===== config.mk =====
export PLATFORM = sky130hd
export DESIGN_NAME = integer_to_ascii_formatter_unit
export DESIGN_NICKNAME = d
export VERILOG_FILES = /design/src/sv/itaf_pkg.sv /design/src/sv/itaf_digit_cell.sv /design/src/sv/integer_to_ascii_formatter_unit.sv
export SDC_FILE = /design/constraint.sdc
export NUM_CORES = 1
export LEC_CHECK = 0
export BUFFER_PORTS_ARGS = -buffer_cell sky130_fd_sc_hd__buf_2
export CAP_MARGIN = 20
export CORE_UTILIZATION = 36
export CTS_BUF_LIST = sky130_fd_sc_hd__clkbuf_8
export DETAILED_ROUTE_END_ITERATION = 10
export GPL_TIMING_DRIVEN = 0
export MAX_ROUTING_LAYER = met4
export SETUP_SLACK_MARGIN = 0.02
export SLEW_MARGIN = 20
export SYNTH_ARGS = -nofsm -noshare
export SYNTH_HDL_FRONTEND = slang
export SYNTH_SLANG_ARGS = --single-unit
export TNS_END_PERCENT = 10

===== constraint.sdc =====
create_clock -name i_clk -period 3.6 [get_ports i_clk]
set_input_delay 0.72 -clock i_clk [delete_from_list [all_inputs] [get_ports i_clk]]
set_output_delay 0.72 -clock i_clk [all_outputs]
set_load 0.005 [all_outputs]

===== src/sv/itaf_pkg.sv =====
`timescale 1ns / 1ps
`default_nettype none

package itaf_pkg;

    // Sizes
    localparam int VALUE_BITS  = 64;
    localparam int MAX_DIGITS  = 20;
    localparam int MAX_RESULTS = 20;
    localparam int DIGIT_W     = 4;
    localparam int BIT_CNT_W   = $clog2(VALUE_BITS);
    localparam int LEFT_W      = $clog2(MAX_DIGITS + 1);
    localparam int CHAR_CNT_W  = $clog2(MAX_RESULTS);

    // ASCII codes
    localparam logic [7:0] CH_MINUS = 8'h2d;
    localparam logic [7:0] CH_ZERO  = 8'h30;
    localparam logic [7:0] CH_X     = 8'h78;

    // Controller states
    typedef enum logic [2:0] {
        ST_IDLE,
        ST_CONV,
        ST_SKIP,
        ST_SIGN,
        ST_PFX0,
        ST_PFXX,
        ST_DIGIT
    } t_state;

    // Per-cycle command broadcast to every digit cell
    typedef struct packed {
        logic clear;    // zero the digit
        logic conv;     // take one magnitude bit, shift toward the top
        logic up;       // move whole digit one cell toward the top
        logic decimal;  // apply the +3 correction for BCD
    } t_cell_ctrl;

    // Lower-case digit character
    function automatic logic [7:0] digit_char(input logic [DIGIT_W-1:0] d);
        logic [7:0] c;
        begin
            if (d < 4'd10) begin
                c = CH_ZERO + {4'd0, d};
            end else begin
                c = 8'h57 + {4'd0, d};
            end
            return c;
        end
    endfunction

endpackage

`default_nettype wire


===== src/sv/itaf_digit_cell.sv =====
`timescale 1ns / 1ps
`default_nettype none

// One digit position: shift-and-add-3 for decimal, plain nibble shift for hex
module itaf_digit_cell
    import itaf_pkg::*;
(
    input  wire logic               i_clk,
    input  wire t_cell_ctrl         i_ctrl,
    input  wire logic               i_carry,
    input  wire logic [DIGIT_W-1:0] i_digit_below,
    output logic                    o_carry,
    output logic [DIGIT_W-1:0]      o_digit
);

    logic [DIGIT_W-1:0] r_digit;
    logic [DIGIT_W-1:0] w_adj;

    // BCD correction before the shift
    always_comb begin
        if (i_ctrl.decimal && (r_digit >= 4'd5)) begin
            w_adj = r_digit + 4'd3;
        end else begin
            w_adj = r_digit;
        end
    end

    assign o_carry = w_adj[DIGIT_W-1];
    assign o_digit = r_digit;

    always_ff @(posedge i_clk) begin
        if (i_ctrl.clear) begin
            r_digit <= '0;
        end else if (i_ctrl.conv) begin
            r_digit <= {w_adj[DIGIT_W-2:0], i_carry};
        end else if (i_ctrl.up) begin
            r_digit <= i_digit_below;
        end
    end

endmodule

`default_nettype wire


===== src/sv/integer_to_ascii_formatter_unit.sv =====
`timescale 1ns / 1ps
`default_nettype none

// Channel  Direction  Handshake                   Payload
// input    in         i_in_valid / o_in_ready     i_value, i_hex_base, i_pointer_mode
// output   out        o_out_valid / i_out_ready   o_character, o_last_char
//
// One request at a time: an accept, conversion of the magnitude through the digit
// cell row, one magnitude bit per cycle, then dropping of leading zero digits, then
// the characters, sent one at a time as the sink takes them.
// Reset (synchronous, active low) returns the controller to idle.
// A stalled output holds the character and freezes the cell row.
module integer_to_ascii_formatter_unit
    import itaf_pkg::*;
(
    input  wire logic        i_clk,
    input  wire logic        i_rst_n,
    input  wire logic        i_in_valid,
    output logic             o_in_ready,
    input  wire logic [63:0] i_value,
    input  wire logic        i_hex_base,
    input  wire logic        i_pointer_mode,
    output logic             o_out_valid,
    input  wire logic        i_out_ready,
    output logic [7:0]       o_character,
    output logic             o_last_char
);

    t_state                  r_state, n_state;
    logic [VALUE_BITS-1:0]   r_mag, n_mag;
    logic [BIT_CNT_W-1:0]    r_bits, n_bits;
    logic [LEFT_W-1:0]       r_left, n_left;
    logic [CHAR_CNT_W-1:0]   r_nchars, n_nchars;
    logic                    r_neg, n_neg;
    logic                    r_hex, n_hex;

    t_cell_ctrl              w_ctrl;
    logic [MAX_DIGITS:0]     w_carry;
    logic [DIGIT_W-1:0]      w_digit [MAX_DIGITS+1];
    logic [DIGIT_W-1:0]      w_top;
    logic                    w_in_acc, w_out_acc, w_skip;
    logic [VALUE_BITS-1:0]   w_raw;
    logic                    w_in_neg;

    // Digit cell chain: cell 0 takes the magnitude MSB, carries run upward
    assign w_carry[0] = r_mag[VALUE_BITS-1];
    assign w_digit[0] = '0;

    for (genvar g = 0; g < MAX_DIGITS; g++) begin : g_cell
        itaf_digit_cell u_cell (
            .i_clk         (i_clk),
            .i_ctrl        (w_ctrl),
            .i_carry       (w_carry[g]),
            .i_digit_below (w_digit[g]),
            .o_carry       (w_carry[g+1]),
            .o_digit       (w_digit[g+1])
        );
    end

    assign w_top     = w_digit[MAX_DIGITS];
    assign w_in_acc  = i_in_valid && o_in_ready;
    assign w_out_acc = o_out_valid && i_out_ready;
    assign w_skip    = (w_top == '0) && (r_left > LEFT_W'(1));
    assign w_raw     = i_value[VALUE_BITS-1:0];
    assign w_in_neg  = !i_pointer_mode && w_raw[VALUE_BITS-1];

    // Next state
    always_comb begin
        n_state = r_state;
        unique case (r_state)
            ST_IDLE: begin
                if (w_in_acc) begin
                    n_state = ST_CONV;
                end
            end
            ST_CONV: begin
                if (r_bits == BIT_CNT_W'(VALUE_BITS - 1)) begin
                    n_state = ST_SKIP;
                end
            end
            ST_SKIP: begin
                if (!w_skip) begin
                    priority if (r_neg) begin
                        n_state = ST_SIGN;
                    end else if (r_hex) begin
                        n_state = ST_PFX0;
                    end else begin
                        n_state = ST_DIGIT;
                    end
                end
            end
            ST_SIGN: begin
                if (w_out_acc) begin
                    priority if (o_last_char) begin
                        n_state = ST_IDLE;
                    end else if (r_hex) begin
                        n_state = ST_PFX0;
                    end else begin
                        n_state = ST_DIGIT;
                    end
                end
            end
            ST_PFX0: begin
                if (w_out_acc) begin
                    n_state = o_last_char ? ST_IDLE : ST_PFXX;
                end
            end
            ST_PFXX: begin
                if (w_out_acc) begin
                    n_state = o_last_char ? ST_IDLE : ST_DIGIT;
                end
            end
            ST_DIGIT: begin
                if (w_out_acc && o_last_char) begin
                    n_state = ST_IDLE;
                end
            end
            default: n_state = ST_IDLE;
        endcase
    end

    // Outputs and cell commands
    always_comb begin
        o_in_ready   = (r_state == ST_IDLE);
        o_out_valid  = 1'b0;
        o_character  = CH_ZERO;
        w_ctrl.clear = 1'b0;
        w_ctrl.conv  = 1'b0;
        w_ctrl.up    = 1'b0;
        w_ctrl.decimal = !r_hex;
        unique case (r_state)
            ST_IDLE:  w_ctrl.clear = w_in_acc;
            ST_CONV:  w_ctrl.conv  = 1'b1;
            ST_SKIP:  w_ctrl.up    = w_skip;
            ST_SIGN: begin
                o_out_valid = 1'b1;
                o_character = CH_MINUS;
            end
            ST_PFX0: begin
                o_out_valid = 1'b1;
                o_character = CH_ZERO;
            end
            ST_PFXX: begin
                o_out_valid = 1'b1;
                o_character = CH_X;
            end
            ST_DIGIT: begin
                o_out_valid = 1'b1;
                o_character = digit_char(w_top);
                w_ctrl.up   = i_out_ready;
            end
            default: ;
        endcase
        // last on final digit, or when the result cap is hit
        o_last_char = o_out_valid &&
                      (((r_state == ST_DIGIT) && (r_left == LEFT_W'(1))) ||
                       (r_nchars == CHAR_CNT_W'(MAX_RESULTS - 1)));
    end

    // Datapath next values
    always_comb begin
        n_mag    = r_mag;
        n_bits   = r_bits;
        n_left   = r_left;
        n_nchars = r_nchars;
        n_neg    = r_neg;
        n_hex    = r_hex;
        unique case (r_state)
            ST_IDLE: begin
                if (w_in_acc) begin
                    n_mag  = w_in_neg ? (~w_raw) + VALUE_BITS'(1) : w_raw;
                    n_neg  = w_in_neg;
                    n_hex  = i_hex_base || i_pointer_mode;
                    n_bits = '0;
                end
            end
            ST_CONV: begin
                n_mag  = {r_mag[VALUE_BITS-2:0], 1'b0};
                n_bits = r_bits + BIT_CNT_W'(1);
                n_left = LEFT_W'(MAX_DIGITS);
            end
            ST_SKIP: begin
                n_nchars = '0;
                if (w_skip) begin
                    n_left = r_left - LEFT_W'(1);
                end
            end
            ST_SIGN, ST_PFX0, ST_PFXX: begin
                if (w_out_acc) begin
                    n_nchars = r_nchars + CHAR_CNT_W'(1);
                end
            end
            ST_DIGIT: begin
                if (w_out_acc) begin
                    n_nchars = r_nchars + CHAR_CNT_W'(1);
                    n_left   = r_left - LEFT_W'(1);
                end
            end
            default: ;
        endcase
    end

    // Control registers
    always_ff @(posedge i_clk) begin
        if (!i_rst_n) begin
            r_state  <= ST_IDLE;
            r_bits   <= '0;
            r_left   <= '0;
            r_nchars <= '0;
        end else begin
            r_state  <= n_state;
            r_bits   <= n_bits;
            r_left   <= n_left;
            r_nchars <= n_nchars;
        end
    end

    // Payload registers
    always_ff @(posedge i_clk) begin
        r_mag <= n_mag;
        r_neg <= n_neg;
        r_hex <= n_hex;
    end

endmodule

`default_nettype wire

==> key figures, run 1 <==
Placement
  • Port bufs: 78
  • Placer Congestion: 0.913
  • Place WS: 113 ps
  • Hpwl dp: 23.3 mm

Cells and area
  • N_diodes: 0
  • Fin nets: 1500
  • Area delta synth->final: 12.3%
  • Most common cell after layout, fill and taps aside: nor2_1
  • Proportion of layout cells with a drive suffix above 1: 0.102
  • Commonest cells after routing, fill and taps aside: 166 x nor2_1, 118 x a21oi_1, 99 x dfxtp_1

Synthesis
  • Complex-gate fraction of the synthesized area: 0.227
  • Top_reg_cell synth: dfxtp_1
  • Netlist Area Pre-Place: 0.0107 sq mm
  • Yosys warns: 0
  • Async SR Flop Fraction: 0
  • EDFF count, synth: 66
  • Combinational family with the most area after synthesis: compound AO/OA/AOI/OAI gates
  • Mux cell area share after synthesis: 0.0230
  • Synth Register Bits: 165
  • Post-synthesis sequential area ratio: 0.372
  • Synth area leader: dfxtp_1
  • Distinct cells, synth: 65
  • Synth top area cells: dfxtp_1 19%, edfxtp_1 19%, nor2_1 5.8%
  • Adder-Cell Fraction of Synth Area: 0.0529
  • Cell count after synthesis: 1287
  • Syn nets: 1402
  • Avg Cell Area, Syn: 8.28 sq um
  • Xor/xnor share of the synthesized area: 0.0740
  • Simple-gate share of the synthesized area: 0.200
  • Area share of the largest cell type after synthesis: 0.186

Setup path
  • CP most frequent cell: clkbuf_1
  • CP cell instances: buf_2 > nor2_1 > and2_1 > clkbuf_1 > clkbuf_1 > clkbuf_1 > clkbuf_1 > o21ai_0
  • CP peak stage delay: 620 ps
  • Critical path class: flop to flop
  • Worst endpoint data arrival time: 3620 ps
  • Crit-path slowest cell: clkbuf_1
  • Critical Path End Type: flop
  • Critical path peak fanout: 10
  • Launching element type of the critical path: flop
  • WP data required: 3820 ps

Clocking
  • Hold Buf Count CTS: 0
  • CTS Sinks: 165
  • Maximum clock path buffer count: 2
  • CTS root buf: clkbuf_8
  • CTS tree: yes
  • H-tree Lvls: 4
  • Clk_lat worst skew: 490 ps
  • CTS clk-pin slew, worst paths: 120 ps
  • TritonCTS Buffers: 17

Drt
  • Top sig layer: met4
  • Metal-1 WL: 15.2 mm
  • Routed length on met2: 14.9 mm
  • First-pass DRT Iterations: 6
  • Drt initial violations: 1005
  • Detail Route Antenna Nets: 0
  • WL met3: 2.48 mm
  • Total number of vias: 10200
  • Post-DR wirelength/cell: 18.8 um
  • Residual DRC count: 0
  • Post-Route WL: 33.5 mm
  • Drt via density: 5.73

Timing
  • Min Hold Slack: 510 ps
  • Fin. Hold Viols: 0
  • Final Max Slew Viols: 0
  • Final Cycle Share: 0.944
  • Highest Clock Rate: 294 MHz
  • Fin crit period: 3400 ps
  • Worst setup margin: 202 ps
  • Clock skew: 25.5 ps
  • RSZ-0062 raised after global routing: no
  • Setup TNS: 0 ps
  • Count of final setup violators: 0
  • Measured slew at the worst slew-check pin: 986 ps
  • Slew headroom: 0.343

Pwr
  • PD cells: 728 mW/mm^2
  • Max VDD drop: 0.286 mV
  • Pleak: 4.26 nW

Global routing
  • First-pass GRT wire length: 52.9 mm
  • Initial antenna violation count: 0
  • GRT Resource Usage Total: 0.229
  • Total congestion overflow: 0
  • Vias in the first global route: 9590
  • Largest net degree at the start of global routing: 56

Worst hold path
  • Worst hold path type: flop to flop

Floorplan
  • Initial Utilization: 0.368
  • Die Height: 174 um
  • Die width: 174 um
  • Floorplan row count: 62
  • Core Region: 0.0289 sq mm
  • # IOs: 81
  • Die area: 0.0303 sq mm

Status
  • Status: finished clean

Flow run
  • Max_cap viols: 0
==> area by class of cell <==
type                       count  area, sq um
buffer                        85          335
clock buffer                  17          234
clock inverter                15          171
fill                        2987        17000
inverter                      53          199
multi-input combinational    984         6160
sequential                   165         3960
tap                          384          480
timing repair buffer          79          418
==> metal layers <==
metal | vias to the layer above | GRT usage
met5 | - | -
met4 | 0 | 0.0837
met3 | 73 | 0.0354
met2 | 417 | 0.350
met1 | 4870 | 0.306
li1 | 4847 | -
==> worst paths after layout <==
path	startpoint	end	slack, ps	cells after the start
hold / removal	r_nchars[1]	r_nchars[1]	510	2
setup reg to reg	r_state[2]	r_mag[44]	200	8
setup / recovery	r_state[2]	r_mag[44]	200	8
hold reg to reg	r_nchars[1]	r_nchars[1]	510	2
==> state kept, by name, indices dropped and copies added (netlist names) <==
signal                 count
r_mag                     64
r_state                    3
r_left                     5
r_nchars                   5
g_cell.u_cell.o_digit     80
r_bits                     6
r_hex                      1
r_neg                      1
==> worst max-delay path, delay by kind of cell, from the launching register on <==
kind            cells  cell delay [ps]
compound gates      1              200
simple gates        2              330
buf+inv             5             2280
flops               1              310
==> repair_timing <==
action                     CTS  global route
setup endpoints to repair    0            10
gates resized for setup      0             3
setup buffers                0             0
==> synth_stat cells (4+ instances only) <==
cell and number:
o221ai_1 19, dfxtp_1 99, o31ai_1 33, nand2_1 86, and2_1 5, or3_1 9
xnor2_1 55, o211ai_1 38, inv_1 52, xor2_1 35, nand3_1 32, o21ai_0 98
nor3_1 21, edfxtp_1 66, or2_2 5, nand2b_1 26, a21boi_0 5, mux2i_1 23
a21oi_1 118, buf_1 12, buf_2 6, nor2b_1 24, and3_1 4, a211oi_1 23
nor4_1 10, nor2_1 166, clkbuf_1 65, a31oi_1 33, ha_1 45, or4_1 21
==> cell families after synthesis <==
group | Yosys count
compound gates | 391
mux | 24
buf+inv | 138
xor+xnor | 90
flops | 165
simple gates | 432
fa+ha+maj | 45
other cells | 2
==> stage by stage <==
step	utilization	cell area, sq um	std cells	power, mW
2_1_floorplan	-	10700	1287	5.79
3_3_place_gp	0.398	11500	1749	7.13
3_5_place_dp	0.399	11600	1750	7.20
4_1_cts	0.413	12000	1782	8.65
5_1_grt	0.413	12000	1782	9.29
6_report	0.413	12000	1782	8.70
==> power breakdown <==
group / internal, mW / leakage [nW] / total, mW / switching (mW)
combinational: 1.24 / 2.60 / 3.95 / 2.70
sequential: 2.82 / 1.45 / 3.30 / 0.481
clock: 0.617 / 0.215 / 1.46 / 0.841
total: 4.68 / 4.26 / 8.70 / 4.03
Power figures use the tool's default switching activity.
==> inputs of run 2 (changes only) <==
==> constraint.sdc (replaced) <==
create_clock -name i_clk -period 3.3 [get_ports i_clk]
set_input_delay 0.66 -clock i_clk [delete_from_list [all_inputs] [get_ports i_clk]]
set_output_delay 0.66 -clock i_clk [all_outputs]
set_load 0.005 [all_outputs]
==> run 2 against run 1 <==
Effect of this change: final area barely moved; combinational power increased by 9.1%; final cell count is the same; largest power group unchanged; clock skew is 1.3 ps higher; highest routed layer unchanged.
==> key figures, run 2 (synthesized netlist as in run 1, its figures left out) <==
Flow run
  • Max_cap viols: 0

Global routing
  • GRT Resource Usage Total: 0.229
  • Vias in the first global route: 9593
  • First-pass GRT wire length: 52.9 mm
  • Total congestion overflow: 0
  • Largest net degree at the start of global routing: 56
  • Initial antenna violation count: 0

Setup path
  • CP peak stage delay: 560 ps
  • CP most frequent cell: clkbuf_1
  • Worst endpoint data arrival time: 3390 ps
  • WP data required: 3520 ps
  • Launching element type of the critical path: flop
  • Critical path peak fanout: 10
  • Critical path class: flop to flop
  • Critical Path End Type: flop
  • CP cell instances: buf_2 > nor2_1 > and2_1 > clkbuf_1 > clkbuf_2 > clkbuf_1 > clkbuf_1 > o21ai_0
  • Crit-path slowest cell: clkbuf_1

Clocking
  • Hold Buf Count CTS: 0
  • H-tree Lvls: 4
  • CTS root buf: clkbuf_8
  • CTS Sinks: 165
  • TritonCTS Buffers: 17
  • Clk_lat worst skew: 490 ps
  • CTS clk-pin slew, worst paths: 110 ps
  • CTS tree: yes
  • Maximum clock path buffer count: 2

Timing
  • Fin. Hold Viols: 0
  • Clock skew: 26.8 ps
  • Highest Clock Rate: 315 MHz
  • Final Max Slew Viols: 0
  • RSZ-0062 raised after global routing: yes
  • Count of final setup violators: 0
  • Slew headroom: 0.333
  • Setup TNS: 0 ps
  • Final Cycle Share: 0.962
  • Measured slew at the worst slew-check pin: 1000 ps
  • Fin crit period: 3170 ps

Drt
  • Drt initial violations: 959
  • Post-DR wirelength/cell: 18.8 um
  • Residual DRC count: 0
  • Drt via density: 5.74
  • First-pass DRT Iterations: 6
  • Total number of vias: 10200
  • Post-Route WL: 33.5 mm
  • Detail Route Antenna Nets: 0

Cells and area
  • Proportion of layout cells with a drive suffix above 1: 0.104
  • Final instance area: 0.0120 sq mm
  • Commonest cells after routing, fill and taps aside: 166 x nor2_1, 118 x a21oi_1, 99 x dfxtp_1
  • Fin nets: 1500
  • Area delta synth->final: 12.4%
  • N_diodes: 0
  • Number of flip-flops in the largest register: 80
  • Most common cell after layout, fill and taps aside: nor2_1
  • Filler instances: 2985
  • Finished Layout Cells: 1782

Floorplan
  • Die area: 0.0303 sq mm
  • Die width: 174 um
  • Initial Utilization: 0.368
  • Floorplan row count: 62
  • # IOs: 81
  • Core Region: 0.0289 sq mm
  • Die Height: 174 um

Placement
  • Hpwl dp: 23.3 mm
  • Port bufs: 78
  • DP Area: 0.0116 sq mm
  • Placed cell count: 1750
  • Placer Congestion: 0.913

Pwr
  • Combinational share of power: 0.454
  • Overall power: 9.50 mW
  • Max VDD drop: 0.310 mV
  • Clock power share: 0.167
  • Pleak: 4.27 nW
  • PD cells: 793 mW/mm^2
  • Switching Fraction: 0.462
  • Sequential power share: 0.379
  • Switching power: 4.39 mW
  • Int Pwr: 5.11 mW

Status
  • Status: finished clean

Worst hold path
  • Worst hold path type: primary input to flop
run 2: cell types whose count changed in the layout (fill, tap and decap cells not counted):
cell / delta
clkbuf_2: +3
buf_1: -1
nand2_2: +1
nand2_1: -1
clkbuf_1: -2
run 2: power by group through the flow:
stage          Sequential (mW)  Clock (mW)  Combinational, mW
3_5_place_dp              3.62           0               4.24
4_1_cts                   3.58        1.60               4.25
2_1_floorplan             3.48           0               2.84
3_3_place_gp              3.65           0               4.13
6_report                  3.60        1.58               4.31
5_1_grt                   3.69        1.68               4.76
run 2: cell type report:
type | instances | area [sq um] | share of cell area
multi-input cells | 984 | 6160 | 0.515
repair buffers | 79 | 418 | 0.0349
flip-flops and latches | 165 | 3960 | 0.331
clock buffers | 17 | 234 | 0.0195
plain buffers | 85 | 339 | 0.0283
clock inverters | 15 | 171 | 0.0143
inverters | 53 | 199 | 0.0166
well taps | 384 | 480 | 0.0401
run 2: repair_timing:
item / 4_1_cts / 5_1_grt
endpoints found under the hold margin: 0 / 0
buffers inserted: 0 / 0
setup endpoints to repair: 18 / 30
resized for setup: 2 / 5
run 2: layer usage:
layer,GRT usage,share of wire,vias up
met4,0.0844,0.025,0
met3,0.0346,0.073,75
met1,0.306,0.45,4871
li1,-,-,4847
met5,-,0,-
met2,0.349,0.45,428
run 2: critical path: cells and delay by family, from the launching register on:
kind | cells | cell delay [ps]
buffers and inverters | 5 | 2060
DFF | 1 | 310
and+or+nand+nor | 2 | 330
AOI/OAI and AO/OA | 1 | 200
run 2: path summary, 6_finish.rpt:
path	from	to	slack (ps)	cells past startpoint
max reg2reg	r_state[2]	r_mag[44]	130	8
max	r_state[2]	r_mag[44]	130	8
min reg2reg	r_nchars[1]	r_nchars[1]	510	2
min	i_hex_base	r_hex	490	2
run 2: metrics by stage:
step	setup slack (ps)	hold WS, ps	util
floorplan	298	445	-
CTS	16.5	466	0.414
detailed placement	-187	492	0.399
finish	125	490	0.414
global route	-53.3	472	0.414
global placement	-823	463	0.398
